==> config.mk <==
export PLATFORM = sky130hd
export DESIGN_NAME = hpc_mix
export DESIGN_NICKNAME = d
export VERILOG_FILES = /design/src/sv/hpc_mix.sv
export SDC_FILE = /design/constraint.sdc
export NUM_CORES = 2
export LEC_CHECK = 0
export BUFFER_PORTS_ARGS = -buffer_cell sky130_fd_sc_hd__buf_2
export CAP_MARGIN = 20
export CORE_ASPECT_RATIO = 1.2
export CORE_MARGIN = 2
export CORE_UTILIZATION = 66
export CTS_CLUSTER_DIAMETER = 30
export DETAILED_ROUTE_END_ITERATION = 10
export GPL_TIMING_DRIVEN = 0
export PLACE_DENSITY_LB_ADDON = 0.1
export SYNTH_ARGS = -nofsm -noshare
export SYNTH_HDL_FRONTEND = slang
export SYNTH_SLANG_ARGS = --single-unit
export TNS_END_PERCENT = 5
==> constraint.sdc <==
create_clock -name clk_i -period 14.7 [get_ports clk_i]
set_clock_uncertainty 0.2 [all_clocks]
set_input_delay 2.94 -clock clk_i [delete_from_list [all_inputs] [get_ports clk_i]]
set_output_delay 2.94 -clock clk_i [all_outputs]
set_load 0.005 [all_outputs]
==> src/sv/hpc_mix.sv <==
// One-component interpolator: registered multiply, then round and add.
module hpc_mix #(
  parameter int CW = 32,
  parameter int F  = 16
) (
  input  logic          clk_i,
  input  logic          en_i,
  input  logic [CW-1:0] o_i,
  input  logic [CW-1:0] i_i,
  input  logic [F:0]    t_i,
  output logic [CW-1:0] res_o
);

  localparam int PW = CW + F + 2;
  localparam logic [PW:0] HALF = (PW+1)'(1) << (F - 1);

  logic signed [CW:0] diff;
  logic [CW:0]        mag;
  logic [PW-1:0]      prod_q;
  logic               neg_q;
  logic [CW-1:0]      o_q;
  logic [PW:0]        rnd;
  logic [CW:0]        r;
  logic [CW:0]        sum;

  assign diff = signed'({i_i[CW-1], i_i}) - signed'({o_i[CW-1], o_i});
  assign mag  = diff[CW] ? (CW+1)'(-diff) : (CW+1)'(diff);

  always_ff @(posedge clk_i) begin
    if (en_i) begin
      prod_q <= PW'(mag) * PW'(t_i);
      neg_q  <= diff[CW];
      o_q    <= o_i;
    end
  end

  assign rnd   = ({1'b0, prod_q} + HALF) >> F;
  assign r     = rnd[CW:0];
  assign sum   = neg_q ? {o_q[CW-1], o_q} - r : {o_q[CW-1], o_q} + r;
  assign res_o = sum[CW-1:0];

endmodule

Yosys cells after proc, flatten, opt, wreduce, memory -nomap -nowiden
Index checks and enable logic that the tools add are counted.
- order comparisons: 0
- multipliers: 1
- multiplexer cells: 2
- add/sub/neg operators: 5
- eq/ne operators: 0
- divide/modulo/power cells: 0
- bitwise operators: 0
- reductions and logical operators: 0
- shift operators: 0
- operator list (cell ; number):
    adder 48 x 16 -> 48 bit, second input constant ; 1
    multiplier 33 x 17 -> 48 bit ; 1
    2-to-1 mux 33 bit ; 1
    negation 33 bit ; 1
    subtractor 32 x 32 -> 33 bit ; 1
    adder 32 bit ; 1
    2-to-1 mux 32 bit ; 1
    subtractor 32 bit ; 1
- bits in registers: 81
- bits in read-only memories: 0
- bits in latches: 0
- output and inout bits: 32
- RAM bits: 0
- memories kept: 0
- input bits: 83

Longest topological paths before layout
- depth in word-level cells: 4
- depth in mapped cells: 39
- mapped depth without buffers: 38

Worst setup path after synthesis
No wires, ideal clock.
- path kind: input port to flip-flop
- from: in i_i[0]
- to: reg prod_q[46] (data pin)
- stages on the path: 37
- path buffers: 1
- data required time: 14.243 ns
- data arrival time: 11.956 ns
- slack: 2.287 ns
- library setup time: 0.257 ns
- path through: inv_1 -> ha_1 -> fa_1 -> nand2b_1 -> a21oi_2 -> a311oi_2 -> nor4b_2 -> nor2_1 -> xnor2_1 -> or4_4 -> nor4b_4 -> a31oi_1 -> xor2_1 -> clkbuf_1 -> nand2_1 -> fa_1 -> fa_1 -> fa_1 -> inv_1 -> fa_1 -> fa_1 -> inv_1 -> fa_1 -> inv_1 -> ha_1 -> a21o_1 -> a21o_1 -> a21o_1 -> a21o_1 -> a21oi_1 -> nor3b_1 -> a21oi_1 -> o21ai_0 -> a21oi_1 -> o31ai_1 -> nand2b_1 -> xor2_1
- cells in the longest elaborated chain, start to end: 4
- ends and longest elaborated chain (item ; RTL line ; source):
    start: declaration ; 9 ; input logic [CW-1:0] i_i,
    subtractor 32 x 32 -> 33 bit * ; 26 ; assign diff = signed'({i_i[CW-1], i_i}) - signed'({o_i[CW-1], o_i});
    negation 33 bit ; 27 ; assign mag = diff[CW] ? (CW+1)'(-diff) : (CW+1)'(diff);
    2-to-1 mux 33 bit * ; 27 ;
    multiplier 33 x 17 -> 48 bit * ; 31 ; prod_q <= PW'(mag) * PW'(t_i);
    end signal: assignment ; 31 ;
    end: declaration ; 19 ; logic [PW-1:0] prod_q;
Mark *: on every way between the ends. The rest lies on a longest branch, timed or not.
A chain may end at the register's enable or synchronous reset.

Worst setup path after layout
- from: in o_i[0]
- to: reg prod_q[42] (data pin)
- cells in the longest elaborated chain, start to end: 4
- ends and longest elaborated chain (item ; RTL line ; source):
    start: declaration ; 8 ; input logic [CW-1:0] o_i,
    subtractor 32 x 32 -> 33 bit * ; 26 ;
    negation 33 bit ; 27 ;
    2-to-1 mux 33 bit * ; 27 ;
    multiplier 33 x 17 -> 48 bit * ; 31 ;
Marked as above.

==> flow_summary.toml <==
[placed_design]
gp_congestion = 0.9897
place_hpwl_um = 59410
dp_slack_ns = -0.4030
io_buffers = 114

[logic_synthesis]
ys_async_sr_fraction_pct = 0
synth-seq-cells = 66
synthCells = 2853
synth_nets = 3576
ys_types = 81
syn-cell-area_mm2 = 0.02441
synth-main-ff-cell = "edfxtp_1"
synth-edff-count = 66
seq_area_frac_synth_pct = 8.121
synth.avg_cell_area_um2 = 8.554
synth_warnings = 0

[min_path]
min_from = "o_i[29]"
worstHoldEndpoint = "o_q[29]$_DFFE_PP_"
hp-class = "input pin to register"
holdPathStages = 1

[sta]
finalHoldViolCount = 0
finalCritPeriodShare_pct = 96.12
fmax_mhz = 70.77
rsz0062_at_grt = "yes"
tightest_slew_ns = 1.241
period_needed_ns = 14.13
setup_ws_ns = 0.5697
setup_violations = 0
relSlewSlack_pct = 16.71
slew_viol_final = 0

[die]
die_w_um = 179.5
die_height_um = 214.7
ios = 115
die_area_mm2 = 0.03854
rows = 77
coreArea_mm2 = 0.03661
initial_core_util_pct = 66.66

[drt]
routedWlPerCell_um = 20.33
drt-pass1-iter-count = 5
first_iter_violations = 1301
wirelength_um = 70380
route.detailed.drc = 0
routed-via-count = 20307
detail-route-antenna-nets = 0
vias_per_cell = 5.866

[worst_setup_path]
critPathRequiredTime_ns = 14.61
path_common_cell = "fa_1"
crit_path_end_kind = "register"
cp_num_cells = 39
critPathMaxStageDelay_ns = 0.57
critPathLaunchType = "input pin"
arrival_ns = 14.04
crit_start = "o_i[0]"
crit_slowest_cell = "nor4b_2"
cp_num_buf_inv = 9
crit_type = "input pin to register"
cp_max_fo = 10
path_delay_family = "adder cells"

[cts]
cts_tree = "done"
cts-root-buf = "clkbuf_16"
h-tree-depth = 3
clock_sinks = 66
clk_pin_slew_ns = 0.06
cts-hold-fix-buffers = 0
clock_path_buffers = 2
cts_buffers = 9

[finish]
n_antenna_cell = 0
nets = 3706
drive_gt1_share_pct = 6.359
areaGrowthSynthToFinish_pct = 6.659

[grt]
grt_pass1_wl_um = 111000
grt_pass1_vias = 21140
grt_max_degree = 67
grt_usage_pct = 37.36
antenna_found_initial = 0
grt.overflow.total = 0

[run]
drv_cap = 0

[run_status]
outcome = "complete, no violations"
-- synthesized netlist by cell type, types with 3 or more instances --
cell	instances	area, µm²
a211oi_1	14	105.1
and4_1	6	52.55
inv_1	574	2155
nand4_1	15	93.84
o2111ai_1	5	43.79
a21boi_0	3	22.52
buf_2	8	40.04
xor2_1	57	499.2
o21bai_1	15	112.6
and2_1	202	1264
fa_1	463	9269
a31oi_1	21	131.4
a221oi_1	3	26.28
nor2b_1	27	168.9
xnor2_1	114	998.5
nor3_1	35	175.2
or3_1	4	25.02
nor4_1	9	56.30
ha_1	177	2215
nand2_1	434	1629
or2_2	3	18.77
o21ai_1	5	25.02
o211a_1	3	30.03
nand2b_1	18	112.6
and3_1	19	118.9
o211ai_1	3	22.52
a21oi_1	92	460.4
mux2i_1	6	60.06
o31ai_1	13	97.59
o22ai_1	3	18.77
nor2_1	121	454.2
o21ai_0	61	305.3
a22o_1	4	35.03
a21o_1	34	255.2
clkbuf_1	95	356.6
a21oi_2	3	26.28
edfxtp_1	66	1982
nand3_1	42	210.2
o21a_1	20	150.1
-- metrics by stage --
step	setup TNS (ns)	hold slack, ns	cells	utilization, %	cell area, µm²
after floorplan	0	2.839	2853	-	24410
final	0	2.565	3462	71.10	26030
after detailed placement	-2.051	2.934	3446	69.96	25610
after CTS	0	2.548	3462	70.71	25890
after global placement	-8.795	2.932	3441	69.84	25570
after global routing	0	2.564	3462	71.10	26030
-- logic make-up after synthesis --
family / Yosys count / share of synthesized area [%]
XOR/XNOR: 172 / 6.229
buffers and inverters: 680 / 10.51
adder cells (fa/ha/maj): 640 / 47.05
multiplexers: 8 / 0.3384
AO/OA/AOI/OAI: 333 / 8.905
flip-flops: 66 / 8.121
AND/OR/NAND/NOR: 954 / 18.84
-- worst max path at each step --
stage,end
3_5_place_dp,prod_q[42]$_DFFE_PP_
5_1_grt,prod_q[47]$_DFFE_PP_
4_1_cts,prod_q[42]$_DFFE_PP_
2_1_floorplan,prod_q[46]$_DFFE_PP_
6_report,prod_q[42]$_DFFE_PP_
3_3_place_gp,prod_q[47]$_DFFE_PP_
-- timing repair --
| item | 4_1_cts | 5_1_grt |
|---|---|---|
| setup endpoints to repair | 4 | 9 |
| gates cloned | 0 | 0 |
| setup buffers | 0 | 0 |
| pin swaps | 0 | 0 |
| resized for setup | 1 | 28 |
-- area by class of cell --
cell class                      count  area [µm²]
Buffer                            105       414.1
Clock inverter                      7       46.29
Multi-Input combinational cell   2107       20000
Timing Repair Buffer              120       620.6
Clock buffer                        9       225.2
Tap cell                          474       593.1
Sequential cell                    66        1982
Inverter                          574        2155
Fill cell                        2978       10580
-- cells in the final DEF, fill, tap and decap left out, drive strengths merged, types with 27 or more instances in the layout --
master  instances
inv           574
fa            463
nand2         434
and2          202
ha            177
buf           130
nor2          123
xnor2         114
clkbuf        103
a21oi          95
o21ai          67
edfxtp         66
xor2           57
nand3          42
nor3           35
a21o           34
nor2b          27
-- metal layers --
| layer | GRT usage, % | up-vias | share of wire (%) |
|---|---|---|---|
| li1 | - | 9102 | - |
| met2 | 62.27 | 912 | 47 |
| met4 | 21.52 | 0 | 6.7 |
| met3 | 4.671 | 250 | 7.4 |
| met1 | 47.20 | 10043 | 39 |
| met5 | 0 | - | 0 |
-- registers in the layout (all words and copies together) (netlist names) --
register and cells:
neg_q 1, o_q 32, prod_q 33
Power is not shown: default switching activity piles up to over one toggle a cycle in this logic, so the estimate is an artifact.
