## src/sv/hpc_div.sv

```systemverilog
// Bit-serial restoring divider that forms the rounded intersection weight.
module hpc_div #(
  parameter int DW = 34,
  parameter int F  = 16
) (
  input  logic          clk_i,
  input  logic          rst_ni,
  input  logic          start_i,
  input  logic [DW-1:0] num_i,
  input  logic [DW-1:0] den_i,
  output logic          done_o,
  output logic [F:0]    t_o
);

  localparam int CNTW = $clog2(F + 1);
  localparam logic [CNTW-1:0] LAST = CNTW'(F);
  localparam logic [F+1:0] ONE = {2'b01, {F{1'b0}}};

  logic [DW:0]     rem_q, rem_d;
  logic [DW-1:0]   den_q;
  logic [F:0]      t_q, t_d;
  logic [CNTW-1:0] cnt_q;
  logic            busy_q, done_q;
  logic            ge;
  logic [DW:0]     diffr;
  logic [F+1:0]    tr;

  assign ge    = rem_q >= {1'b0, den_q};
  assign diffr = ge ? rem_q - {1'b0, den_q} : rem_q;
  assign rem_d = {diffr[DW-1:0], 1'b0};
  assign t_d   = {t_q[F-1:0], ge};

  // After the last quotient bit the shifted remainder gives the round bit.
  assign tr  = {1'b0, t_q} + {{(F+1){1'b0}}, ge};
  assign t_o = (tr > ONE) ? ONE[F:0] : tr[F:0];
  assign done_o = done_q;

  always_ff @(posedge clk_i or negedge rst_ni) begin
    if (!rst_ni) begin
      busy_q <= 1'b0;
      done_q <= 1'b0;
      cnt_q  <= '0;
    end else begin
      done_q <= busy_q && (cnt_q == LAST);
      if (start_i) begin
        busy_q <= 1'b1;
        cnt_q  <= '0;
      end else if (busy_q) begin
        if (cnt_q == LAST) begin
          busy_q <= 1'b0;
        end
        cnt_q <= cnt_q + 1'b1;
      end
    end
  end

  always_ff @(posedge clk_i) begin
    if (start_i) begin
      rem_q <= {1'b0, num_i};
      den_q <= den_i;
      t_q   <= '0;
    end else if (busy_q) begin
      rem_q <= rem_d;
      t_q   <= t_d;
    end
  end

endmodule

```

## config.mk

```make
export PLATFORM = sky130hd
export DESIGN_NAME = hpc_div
export DESIGN_NICKNAME = d
export VERILOG_FILES = /design/src/sv/hpc_div.sv
export SDC_FILE = /design/constraint.sdc
export NUM_CORES = 1
export LEC_CHECK = 0
export BUFFER_PORTS_ARGS = -buffer_cell sky130_fd_sc_hd__buf_2
export CORE_MARGIN = 8
export CORE_UTILIZATION = 53
export CTS_CLUSTER_SIZE = 30
export DETAILED_ROUTE_END_ITERATION = 6
export PLACE_DENSITY = 0.74
export SYNTH_ARGS = -nofsm -noshare
export SYNTH_HDL_FRONTEND = slang
export SYNTH_SLANG_ARGS = --single-unit
export TNS_END_PERCENT = 1
```

## constraint.sdc

```tcl
create_clock -name clk_i -period 5 [get_ports clk_i]
set_clock_uncertainty 0.15 [all_clocks]
set_input_delay 1.25 -clock clk_i [delete_from_list [all_inputs] [get_ports clk_i]]
set_output_delay 1.25 -clock clk_i [all_outputs]
set_load 0.1 [all_outputs]
```

# After elaboration in Yosys (flattened, before gate mapping)
# Index checks and enable logic that the tools add are counted.
[op_classes] eq_ne=1 n_reduce_logical=2 n_addsub=3 bitwise_logic=0 n_mul=0 magnitude_cmp=2 muxes=9 shifts=0 n_div=0
[op_table] cell="two-way mux 34 bit" n=3
[op_table] cell="greater-or-equal comparator 35 x 34 -> 1 bit" n=1
[op_table] cell="subtractor 34 bit" n=1
[op_table] cell="adder 17 x 1 -> 18 bit" n=1
[op_table] cell="> comparator 18 x 17 -> 1 bit (second input constant)" n=1
[op_table] cell="two-way mux 17 bit" n=1
[op_table] cell="two-way mux 5 bit" n=2
[op_table] cell="adder 5 x 1 -> 5 bit (second input constant)" n=1
[op_table] cell="== test 5 bit (second input constant)" n=1
[op_table] cell="two-way mux 1 bit" n=3
[op_table] cell="nonzero test 2 bit" n=1
[op_table] cell="logical AND 1 bit" n=1
[word_totals] mem_bits_rw=0 romBits=0 input_bits=71 memories=0 latchBits=0 wordCells=24 register_bits=93

# Logic depth before layout (Yosys ltp)
# Gate-level depths: netlist of the first run.
[logic_depth] depth_word=4 mapped_depth=19 mapped_depth_nobuf=17

# Least setup slack after synthesis of the first run
# OpenSTA, ideal clock, no wires.
[synth_timing] path_type="reg-to-output" start="reg rem_q[6]" end="out t_o[10]" stages_incl_launch_ff=19 n_path_buf=2 arrival_ps=5224 setup_slack_ps=-1624 cell_sequence="edfxtp_1 -> ha_1 -> buf_2 -> o21a_1 -> o211ai_1 -> a211o_1 -> a311oi_2 -> a41oi_4 -> inv_2 -> ha_1 -> and3_1 -> nand3_1 -> or4_1 -> mux2_2 -> o31ai_2 -> a21oi_1 -> a31o_4 -> buf_6 -> nor2_1"
[synth_between] elab_chain_len=4
[synth_lines] item="start, declared" line_no="19" rtl="logic [DW:0] rem_q, rem_d;"
[synth_lines] item="start signal, assigned" line_no="59" rtl="rem_q <= {1'b0, num_i};"
[synth_lines] item="start signal, assigned" line_no="63" rtl="rem_q <= rem_d;"
[synth_lines] item="greater-or-equal comparator 35 x 34 -> 1 bit *" line_no="28" rtl="assign ge = rem_q >= {1'b0, den_q};"
[synth_lines] item="net ge" line_no="24" rtl="logic ge;"
[synth_lines] item="adder 17 x 1 -> 18 bit *" line_no="34" rtl="assign tr = {1'b0, t_q} + {{(F+1){1'b0}}, ge};"
[synth_lines] item="> comparator 18 x 17 -> 1 bit" line_no="35" rtl="assign t_o = (tr > ONE) ? ONE[F:0] : tr[F:0];"
[synth_lines] item="two-way mux 17 bit *" line_no="35"
[synth_lines] item="end, declared" line_no="12" rtl="output logic [F:0] t_o"
# Mark *: on every way through the listed nets, which the timed path passes. The rest lies on a longest branch.

# Worst setup path after layout of the first run
[layout_timing] start="reg rem_q[20]" end="out t_o[8]"
# Same word-level chain as after synthesis.

==> summary.md, run 1 <==
| Metric | Value |
|---|---|
| Chip Width | between 100 and 150 µm |
| Die Area | between 0.015 and 0.02 mm² |
| CP Max Fanout | 7 |
| Cell family with most CP delay | compound AO/OA/AOI/OAI gates |
| Crit path depth | 19 |
| Routed wl met2 | about 8300 µm |
| Final slew viol count | 0 |
| GR Overflow Total | 0 |
| Final Worst Setup Slack | -0.7502 ns |
| Critical Path RT | around 3.6 ns |
| Gpl congestion | 0.8770 |
| RSZ-0062 raised after global routing | yes |
| Mapped cell area | 0.006399 mm² |
| Syn Inst Count | a little under 700 |
| Reg2reg end | rem_q[23] |
| Largest net degree at the start of global routing | 63 |
| Fill count | 871 |
| WP data arrival | about 4.4 ns |
| Iteration-0 DRC Markers | 449 |
| H-tree depth | 3 |
| Comb power frac | 0.617 |
| Flop pwr share | 0.244 |
| Maximum VDD drop | around 0.33 mV |
| Fin. Hold Viols | 0 |
| Final nets | just under 1000 |
| Final setup fails | 17 |
| Dominant synthesized flop cell | edfxtp_1 |
| IO Port Bufs | approximately 90 |
| Async S/R FF share, synth | 0.07527 |
| Yosys reg bits | 93 |
| Total number of vias | between 5000 and 6000 |
| Clk sink count | 93 |
| Top layer in use | met4 |
| Power per cell area | about 570 mW/mm² |
| RR Startpoint | den_q[0] |
| Worst setup path end | t_o[8] |
| CP bufs+invs | 4 |
| Dpl hpwl | approximately 12000 µm |
| Worst Setup Start Kind | flip-flop |
| Hold_buf cts | 0 |
| Worst setup startpoint | rem_q[20] |
| Max Root-Sink Buffers | 2 |
| Flop2flop setup slack | between 1 and 1.5 ns |
| Core Box Area | roughly 0.012 mm² |
| Io pins | 89 |
| Worst Hold Class | flip-flop to flip-flop |
| Fin Hold WS | around 0.42 ns |
| Slew HR | 0.3530 |
| CP Cell Sequence | ha_4, a211oi_2, buf_4, o211ai_1, a31oi_1, buf_4, a311oi_4, a41oi_4, inv_4, ha_4, and3_1, nand3_2, or4_1, mux2_4, o31ai_4, a21oi_2, a31o_4, nor2_4, buf_12 |
| CTS Buf Count | 9 |
| Number of global-route vias before repair | between 5000 and 6000 |
| WS Path Type | flip-flop to output port |
| Diode count | 0 |
| FP Rows | 40 |
| Final setup TNS | -12.05 ns |
| Area delta synth->final | 35.04% |
| Mapped Avg Cell Area | about 9.4 µm² |
| Vias/cell | ~5.7 |
| Ys Warns | 0 |
| TritonRoute pass-1 iters | 5 |
| R2R cell count | 11 |
| Total GRT Usage | 0.2097 |
| Initial antenna violation count | 0 |
| Clk pwr share | 0.138 |
| Starting density of the core | 0.5372 |
| DRC | 0 |
| Metal-1 WL | 7204 µm |
| Power Total | ~4.9 mW |
| Fmax | roughly 170 MHz |
| Die Height | between 100 and 150 µm |
| Synth cell types | 70 |
| First-pass GRT wire length | roughly 28000 µm |
| Violated checks | setup timing |
| Leak | between 3 and 4 nW |
| Max Cap Viol | 0 |
| CP peak stage delay | between 0.4 and 0.5 ns |
| Status | complete, but fails checks |
| Clk root buf | clkbuf_16 |
| Share of cells above drive strength 1 | 0.3419 |
| Minimum clock period | ~5.8 ns |
| CP max-delay cell | edfxtp_1 |
| Clock latency on the worst-skew pair | 0.36 ns |
| Crit share post-route | 1.150 |
| Worst slew pin tran | roughly 0.97 ns |
| Detail Route Antenna Nets | 0 |
| DR WL/cell | 16.48 µm |
| Switching Share | 0.4131 |
| End-of-flow core utilization | 0.7254 |
| Clk pin slew, worst setup/hold paths | 0.07 ns |
| Syn Nets | between 700 and 800 |
| Detailed Route WL | approximately 17000 µm |
| Internal power | 2.883 mW |
| CTS tree | yes |
| WL met3 | approximately 720 µm |
| Crit. End Element | output port |
| Psw | 2.029 mW |
| Sequential area share after synthesis | 0.4028 |
| Post-synth EDFFs | about 70 |
==> worst min-delay path, cell delays in order (launching register included) <==
cell and delay, ns:
dfrtp_1 0.37, xor2_1 0.08, nor2_1 0.08
==> synth_stat cells, drive strengths merged, types with 7 or more instances <==
| cell | n | area, µm² |
|---|---|---|
| nor2 | 71 | 271.5 |
| nor3 | 16 | 80.08 |
| clkbuf | 19 | 72.56 |
| ha | 38 | 475.5 |
| dfrtp | 7 | 175.2 |
| nand4 | 10 | 62.56 |
| mux2 | 19 | 214.0 |
| a21oi | 46 | 230.2 |
| nand3 | 15 | 75.07 |
| and3 | 9 | 56.30 |
| xor2 | 23 | 201.4 |
| o21ai | 35 | 175.2 |
| xnor2 | 20 | 175.2 |
| nand2 | 46 | 172.7 |
| mux2i | 23 | 230.2 |
| a21o | 9 | 67.56 |
| inv | 60 | 225.2 |
| a31oi | 7 | 43.79 |
| a211oi | 12 | 90.09 |
| dfxtp | 18 | 360.4 |
| edfxtp | 68 | 2042 |
| buf | 16 | 88.83 |
==> cells by family (layout without fill, tap and decap cells) <==
logic type                 count (synthesis)  in the layout  share of synthesized area
DFF                                       93             93                     0.4028
muxes                                     42             42                    0.06942
adders and majority gates                 39             39                    0.07744
and+or+nand+nor                          207            207                     0.1584
AOI/OAI and AO/OA                        163            164                     0.1727
buffers and inverters                     95            272                    0.06042
xor gates and xnor gates                  43             43                    0.05886
==> routing by layer <==
| metal | up-vias | GRT usage |
|---|---|---|
| met2 | 164 | 0.3636 |
| met1 | 2777 | 0.2521 |
| met4 | 0 | 0.08351 |
| li1 | 2809 | - |
| met5 | - | 0 |
| met3 | 30 | 0.03882 |
==> metrics by stage <==
stage / cell area (µm²) / instances / setup slack [ns]
floorplan: 6698 / 682 / -0.6912
global placement: 8188 / 986 / -0.3561
detailed placement: 8188 / 986 / -0.4278
CTS: 8626 / 1006 / -0.7189
global route: 8641 / 1007 / -0.9141
finish: 8641 / 1007 / -0.7502
==> power groups by stage <==
| stage | Clock (mW) | Combinational [mW] | Sequential [mW] |
|---|---|---|---|
| 3_3_place_gp | 0 | 2.81 | 1.19 |
| 3_5_place_dp | 0 | 2.89 | 1.20 |
| 4_1_cts | 0.692 | 2.99 | 1.20 |
| 6_report | 0.679 | 3.03 | 1.20 |
| 2_1_floorplan | 0 | 1.94 | 1.16 |
| 5_1_grt | 0.717 | 3.31 | 1.22 |
==> worst min-delay path by stage <==
stage	from	end	depth (start not counted)
final	cnt_q[4]	cnt_q[4]	2
after global routing	cnt_q[4]	cnt_q[4]	2
after CTS	cnt_q[4]	cnt_q[4]	2
after detailed placement	cnt_q[4]	cnt_q[4]	2
after global placement	cnt_q[4]	cnt_q[4]	2
after floorplan	cnt_q[4]	cnt_q[4]	2
==> cells in the final DEF (no fill, tap or decap), types with 16 or more instances in the layout <==
| cell | instances |
|---|---|
| nor2_4 | 16 |
| xnor2_1 | 20 |
| edfxtp_1 | 68 |
| inv_1 | 58 |
| a21oi_1 | 44 |
| o21ai_0 | 28 |
| dfxtp_1 | 18 |
| buf_12 | 17 |
| buf_2 | 70 |
| mux2i_1 | 22 |
| nor2_1 | 55 |
| buf_4 | 109 |
| xor2_1 | 23 |
| ha_1 | 22 |
| nand2_1 | 46 |
| mux2_2 | 18 |
==> final cells by class <==
cell class | instances | area, µm² | share of cell area
inverter | 60 | 227.7 | 0.02635
tap | 147 | 183.9 | 0.02129
multi-input combinational | 495 | 3851 | 0.4457
sequential | 93 | 2577 | 0.2983
timing repair buffer | 196 | 1509 | 0.1746
clock inverter | 6 | 52.55 | 0.006082
clock buffer | 10 | 239.0 | 0.02766
==> state kept, by name (all words and copies together) (netlist names) <==
| register | flops |
|---|---|
| rem_q | 35 |
| den_q | 34 |
| t_q | 17 |
| cnt_q | 5 |
| busy_q | 1 |
| done_o | 1 |
==> timing repair <==
| item | in CTS | in global routing |
|---|---|---|
| setup buffers | 3 | 1 |
| resized for setup | 17 | 3 |
| endpoints found under the setup margin | 17 | 17 |
| pin swaps | 11 | 1 |
| gates cloned | 1 | 0 |
No activity file was read; power rests on OpenSTA's default activity.
==> inputs of run 2 (changes only) <==
--- a/constraint.sdc
+++ b/constraint.sdc
@@ -3,3 +3,3 @@
 set_input_delay 1.25 -clock clk_i [delete_from_list [all_inputs] [get_ports clk_i]]
 set_output_delay 1.25 -clock clk_i [all_outputs]
-set_load 0.1 [all_outputs]
+set_load 0.02 [all_outputs]
==> run 2 against run 1 <==
The run still ends with setup timing left. Worst hold slack got worse by 0.019 ns. Register-to-register slack improved by 0.11 ns. Critical endpoint is now t_o[4]. Cell count is 0.70% lower. Largest cell class unchanged. Setup slack better by 0.064 ns.
==> summary.md, run 2 (same netlist as run 1, synthesis figures left out) <==
| Metric | Value |
|---|---|
| Hold path cells | 2 (unchanged) |
| Fmax | 175.9 MHz (was 173.9 MHz) |
| Commonest non-fill, non-tap cell in the layout | buf_4 (unchanged) |
| Total number of vias | 5654 (was 5780) |
| Iteration-0 DRC Markers | 391 (was 449) |
| Clock latency on the worst-skew pair | 0.35 ns (was 0.36 ns) |
| Pre-CTS setup slack | -0.4243 ns (was -0.4278 ns) |
| End-of-flow core utilization | 0.7014 (was 0.7254) |
| Hold_buf cts | 0 (unchanged) |
| Final nets | 958 (was 965) |
| Initial antenna violation count | 0 (unchanged) |
| DR WL/cell | 16.16 µm (was 16.48 µm) |
| Detail Route Antenna Nets | 0 (unchanged) |
| Flop pwr share | 0.254 (was 0.244) |
| Most frequent cells in the layout | buf_4, buf_2, edfxtp_1 (unchanged) |
| Chip Width | 125.9 µm (unchanged) |
| Minimum clock period | 5.686 ns (was 5.750 ns) |
| WS Path Type | flip-flop to output port (unchanged) |
| Dpl hpwl | 12010 µm (was 11970 µm) |
| Number of global-route vias before repair | 5823 (was 5985) |
| Die Area | 0.01584 mm² (unchanged) |
| First-pass GRT wire length | 27120 µm (was 27630 µm) |
| Flop2flop setup slack | 1.57 ns (was 1.46 ns) |
| Worst Setup Start Kind | flip-flop (unchanged) |
| Violated checks | setup timing (unchanged) |
| CTS Buf Count | 9 (unchanged) |
| Post-placement cell count | 982 (was 986) |
| Final setup fails | 17 (unchanged) |
| Final setup TNS | -10.06 ns (was -12.05 ns) |
| Die Height | 125.9 µm (unchanged) |
| Max Root-Sink Buffers | 2 (unchanged) |
| Leak | 3.745 nW (was 3.820 nW) |
| Detailed Route WL | 16160 µm (was 16600 µm) |
| Worst Hold Class | flip-flop to flip-flop (unchanged) |
| CTS tree | yes (unchanged) |
| Clk pin slew, worst setup/hold paths | 0.07 ns (about the same) |
| Area delta synth->final | 30.56% (was 35.04%) |
| FP Rows | 40 (unchanged) |
| Crit share post-route | 1.137 (was 1.150) |
| Fin cells | 1000 (was 1007) |
| WP data arrival | 4.29 ns (was 4.35 ns) |
| Max Cap Viol | 0 (unchanged) |
| Top flop regs | rem_q: 35 flops, den_q: 34 flops, t_q: 17 flops (unchanged) |
| Critical Path RT | 3.60 ns (about the same) |
| Largest net degree at the start of global routing | 74 (was 63) |
| CP Max Fanout | 7 (unchanged) |
| Final slew viol count | 0 (unchanged) |
| Routed wl met2 | 8058 µm (was 8294 µm) |
| Final Worst Setup Slack | -0.6861 ns (was -0.7502 ns) |
| Core Box Area | 0.01191 mm² (unchanged) |
| Slew HR | 0.3782 (was 0.3530) |
| Fin Hold WS | 0.3971 ns (was 0.4166 ns) |
| IO Port Bufs | 88 (unchanged) |
| GR Overflow Total | 0 (unchanged) |
| Fin area | 0.008354 mm² (was 0.008641 mm²) |
| Diode count | 0 (unchanged) |
| Switching Share | 0.3955 (was 0.4131) |
| Worst slew pin tran | 0.9327 ns (was 0.9704 ns) |
| Share of cells above drive strength 1 | 0.3259 (was 0.3419) |
| Comb power frac | 0.598 (was 0.617) |
| Placed Area | 0.007864 mm² (was 0.008188 mm²) |
| Top layer in use | met4 (unchanged) |
| Internal power | 2.830 mW (was 2.883 mW) |
| WL met3 | 819 µm (was 719 µm) |
| DRC | 0 (unchanged) |
| Max reg flops | 35 (unchanged) |
| TritonRoute pass-1 iters | 6 (was 5) |
| R2R cell count | 11 (unchanged) |
| Vias/cell | 5.654 (was 5.740) |
| Metal-1 WL | 6920 µm (was 7204 µm) |
| Gpl congestion | 0.9241 (was 0.8770) |
| Maximum VDD drop | 0.3638 mV (was 0.3338 mV) |
| Status | complete, but fails checks (unchanged) |
| Power per cell area | 560.3 mW/mm² (was 568.5 mW/mm²) |
| Total GRT Usage | 0.2069 (was 0.2097) |
| Psw | 1.851 mW (was 2.029 mW) |
| Largest register by flop count | rem_q (unchanged) |
| Power Total | 4.681 mW (was 4.912 mW) |
| Clk pwr share | 0.148 (was 0.138) |
| Crit. End Element | output port (unchanged) |
| Clk sink count | 93 (unchanged) |
| RSZ-0062 raised after global routing | yes (unchanged) |
| Starting density of the core | 0.5372 (unchanged) |
| H-tree depth | 3 (unchanged) |
| Fin. Hold Viols | 0 (unchanged) |
| Clk root buf | clkbuf_16 (unchanged) |
| Io pins | 89 (unchanged) |
run 2: cell count changes in the layout (fill, tap and decap cells not counted), sizes merged:
cell	delta
buf	-7
bufinv	+1
clkbuf	-1
run 2: cell type report:
type	count	area [µm²]
clock buffer	9	225.2
clock inverter	7	71.32
fill	918	3557
inverter	60	227.7
tap	147	183.9
multi-input combinational	495	3782
sequential	93	2577
timing repair buffer	189	1286
run 2: critical path: stages, from the launching register on:
cell and delay (ns):
edfxtp_1 0.45, ha_4 0.28, a21o_1 0.19, a211o_1 0.29, a21o_1 0.15, a221o_1 0.30, a41oi_4 0.23, inv_4 0.07
ha_4 0.16, nand3_1 0.09, nor2_1 0.06, or4_1 0.48, mux2_4 0.29, o31ai_4 0.19, a21oi_2 0.12, a31o_4 0.29
nor2_2 0.16, buf_6 0.13
run 2: path summary, 6_finish.rpt:
path / start / endpoint
min in group asynchronous: rst_ni / done_o
setup reg to reg: rem_q[0] / rem_q[23]
setup / recovery: rem_q[32] / t_o[4]
max in group asynchronous: rst_ni / cnt_q[2]
hold reg to reg: cnt_q[4] / cnt_q[4]
hold / removal: cnt_q[4] / cnt_q[4]
run 2: power by group through the flow:
| stage | Combinational (mW) | Sequential, mW | Clock (mW) |
|---|---|---|---|
| after floorplan | 1.83 | 1.16 | 0 |
| after global placement | 2.63 | 1.19 | 0 |
| after detailed placement | 2.71 | 1.20 | 0 |
| after CTS | 2.76 | 1.19 | 0.706 |
| after global routing | 3.08 | 1.21 | 0.731 |
| final | 2.80 | 1.19 | 0.695 |
run 2: repair_timing:
item / CTS / global route
endpoints found under the hold margin: 0 / 0
buffers inserted: 1 / 0
pin swaps: 8 / 5
resized for setup: 36 / 9
gates cloned: 1 / 0
setup endpoints to repair: 17 / 17
run 2: layer usage:
metal  global-route usage  up-vias
met5                    0        -
met4              0.07785        0
met3              0.04515       28
met2               0.3617      171
met1               0.2438     2652
li1                     -     2803
==> inputs of run 3 (changes only) <==
==> constraint.sdc (replaced) <==
create_clock -name clk_i -period 5.1 [get_ports clk_i]
set_clock_uncertainty 0.15 [all_clocks]
set_input_delay 1.275 -clock clk_i [delete_from_list [all_inputs] [get_ports clk_i]]
set_output_delay 1.275 -clock clk_i [all_outputs]
set_load 0.05 [all_outputs]
==> run 3 against run 2 <==
Worst hold slack better by 0.018 ns. Critical endpoint is now t_o[0]. Global-route usage grew 1.1 points. Via count increased by 1.8%. Combinational power rose by 4%. The flow still finishes with violations (setup timing). Final area grew 2.5%. Sequential cell count did not move. Sequential power about the same. Core utilization is 1.7 points higher. First-iteration DRC count increased by 7.7%. Routed wire length up 6.3%. Non-clock buffer count rose by 8. Highest routed layer unchanged. Die area unchanged.
==> summary.md, run 3 (same netlist as run 1, synthesis figures left out) <==
| Metric | Value |
|---|---|
| Final Worst Setup Slack | -0.6695 ns (was -0.6861 ns) |
| Register area | 0.002577 mm² (unchanged) |
| CP peak stage delay | 0.43 ns (was 0.48 ns) |
| Detail Route Antenna Nets | 0 (unchanged) |
| Dpl hpwl | 11980 µm (was 12010 µm) |
| Pre-CTS setup slack | -0.4332 ns (was -0.4243 ns) |
| Critical Path RT | 3.67 ns (was 3.60 ns) |
| Largest register by flop count | rem_q (unchanged) |
| Fin cells | 1008 (was 1000) |
| R2R cell count | 11 (unchanged) |
| Hold_sp | cnt_q[4] (unchanged) |
| Area of the multi-input gates | 0.003861 mm² (was 0.003782 mm²) |
| Final slew viol count | 0 (unchanged) |
| Diode count | 0 (unchanged) |
| DRC | 0 (unchanged) |
| Post-placement cell count | 986 (was 982) |
| Die Height | 125.9 µm (unchanged) |
| Fmax | about 170 MHz |
| Cell family with most CP delay | compound AO/OA/AOI/OAI gates (unchanged) |
| Share of cells above drive strength 1 | 0.3380 (was 0.3259) |
| CTS tree | yes (unchanged) |
| CP max-delay cell | edfxtp_1 (was or4_1) |
| H-tree depth | 3 (unchanged) |
| Most frequent cells in the layout | buf_4, buf_2, edfxtp_1 (unchanged) |
| Clk sink count | 93 (unchanged) |
| Minimum clock period | just under 6 ns |
| Final nets | 966 (was 958) |
| Clk pin slew, worst setup/hold paths | 0.08 ns (was 0.07 ns) |
| Chip Width | 125.9 µm (unchanged) |
| WP data arrival | 4.34 ns (was 4.29 ns) |
| RSZ-0062 raised after global routing | yes (unchanged) |
| Slew HR | 0.3571 (was 0.3782) |
| First-pass GRT wire length | 28310 µm (was 27120 µm) |
| Vias/cell | 5.710 (was 5.654) |
| Largest net degree at the start of global routing | 63 (was 74) |
| Max reg flops | 35 (unchanged) |
| Area delta synth->final | 33.77% (was 30.56%) |
| Power per cell area | 560.8 mW/mm² (was 560.3 mW/mm²) |
| Clk root buf | clkbuf_16 (unchanged) |
| Status | complete, but fails checks (unchanged) |
| Final setup fails | 17 (unchanged) |
| Core Box Area | 0.01191 mm² (unchanged) |
| Violated checks | setup timing (unchanged) |
| Hold path cells | 2 (unchanged) |
| Max Cap Viol | 0 (unchanged) |
| CTS Buf Count | 9 (unchanged) |
| Crit share post-route | 1.131 |
| Total number of vias | 5756 (was 5654) |
| CP bufs+invs | 3 (was 2) |
| Flop2flop setup slack | 1.60 ns (was 1.57 ns) |
| Leak | 3.806 nW (was 3.745 nW) |
| Worst Hold End | cnt_q[4] (unchanged) |
| CP Cell Sequence | ha_4, nand3_1, a21boi_0, a211oi_2, buf_4, a311oi_4, a41oi_4, inv_4, ha_4, and3_4, nand3_2, or4_1, mux2_4, o31ai_4, a21oi_4, a31o_4, nor2_4, buf_6 (was ha_4, a21o_1, a211o_1, a21o_1, a221o_1, a41oi_4, inv_4, ha_4, nand3_1, nor2_1, or4_1, mux2_4, o31ai_4, a21oi_2, a31o_4, nor2_2, buf_6) |
| Max Root-Sink Buffers | 2 (unchanged) |
| RR Startpoint | rem_q[0] (unchanged) |
| Worst Hold Class | flip-flop to flip-flop (unchanged) |
| Crit path top cell by count | ha_4 |
| Iteration-0 DRC Markers | 421 (was 391) |
| TritonRoute pass-1 iters | 5 (was 6) |
| Top flop regs | rem_q: 35 flops, den_q: 34 flops, t_q: 17 flops (unchanged) |
| Crit. End Element | output port (unchanged) |
| FP Rows | 40 (unchanged) |
| Gpl congestion | 0.8952 (was 0.9241) |
| Worst slew pin tran | 0.9643 ns (was 0.9327 ns) |
| Detailed Route WL | 17170 µm (was 16160 µm) |
| Starting density of the core | 0.5372 (unchanged) |
| Fin. Hold Viols | 0 (unchanged) |
| Clock latency on the worst-skew pair | 0.36 ns (was 0.35 ns) |
| Fill count | 873 (was 918) |
| GR Overflow Total | 0 (unchanged) |
| Die Area | 0.01584 mm² (unchanged) |
| Total GRT Usage | 0.2181 (was 0.2069) |
| Worst Setup Start Kind | flip-flop (unchanged) |
| End-of-flow core utilization | 0.7186 (was 0.7014) |
| Initial antenna violation count | 0 (unchanged) |
| WS Path Type | flip-flop to output port (unchanged) |
| Reg2reg end | rem_q[23] (unchanged) |
| Number of global-route vias before repair | 5965 (was 5823) |
| IO Port Bufs | 88 (unchanged) |
| Commonest non-fill, non-tap cell in the layout | buf_4 (unchanged) |
| Io pins | 89 (unchanged) |
| DR WL/cell | 17.04 µm (was 16.16 µm) |
| CP Max Fanout | 7 (unchanged) |
| Maximum VDD drop | 0.2717 mV (was 0.3638 mV) |
## run 3: cell count changes in the layout (fill, tap and decap cells not counted), sizes merged
cell    previous run  this run
bufinv             1         0
buf              189       197
clkinv             2         3
inv               64        63
clkbuf             9        10
## run 3: worst max path at each step
stage | start | to | slack [ns] | cells after the start
6_report | rem_q[13] | t_o[0] | -0.67 | 18
5_1_grt | rem_q[20] | t_o[0] | -0.85 | 19
4_1_cts | rem_q[2] | t_o[2] | -0.70 | 17
3_5_place_dp | rem_q[21] | t_o[1] | -0.43 | 17
3_3_place_gp | rem_q[21] | t_o[2] | -0.37 | 18
2_1_floorplan | rem_q[12] | t_o[0] | -0.36 | 17
## run 3: routing by layer
layer / global-route usage / wire length (µm)
met2: 0.3773 / 8525
met3: 0.03966 / 806
met5: 0 / 0
met4: 0.09130 / 369
met1: 0.2618 / 7472
## run 3: area by class of cell
class | instances | share of cell area
clock inverter | 6 | 0.008478
timing repair buffer | 197 | 0.1620
inverter | 60 | 0.02660
sequential | 93 | 0.3011
clock buffer | 10 | 0.02924
tap | 147 | 0.02149
multi-input combinational | 495 | 0.4511
## run 3: timing repair
item                                   CTS  global route
resized for setup                       46            17
hold buffers                             0             0
pin swaps                                9             8
cloned                                   1             0
setup endpoints to repair               17            17
endpoints found under the hold margin    0             0
buffers inserted                         4             1
## run 3: power by group
group	leakage [nW]	switching, mW	total [mW]	internal (mW)
Clock	0.158	0.332	0.710	0.378
Combinational	2.72	1.49	2.91	1.42
Sequential	0.933	0.140	1.18	1.04
## run 3: stage by stage
step,total power [mW],area (µm²),setup TNS [ns],hold WS [ns]
3_5_place_dp,3.907,7904,-5.529,0.4004
3_3_place_gp,3.826,7904,-5.114,0.3647
6_report,4.800,8559,-10.37,0.4153
5_1_grt,5.148,8559,-13.43,0.4364
4_1_cts,4.712,8441,-10.89,0.4202
2_1_floorplan,2.973,6669,-5.524,0.3471
## run 3: worst register-to-register path: stages, from the launching register on
cell,delay [ns]
edfxtp_1,0.33
inv_1,0.05
ha_1,0.22
fa_1,0.44
nor2b_1,0.20
o2111ai_1,0.19
a31o_2,0.34
a21oi_1,0.40
nand3_1,0.16
a311oi_1,0.33
xor2_1,0.11
a221o_1,0.33
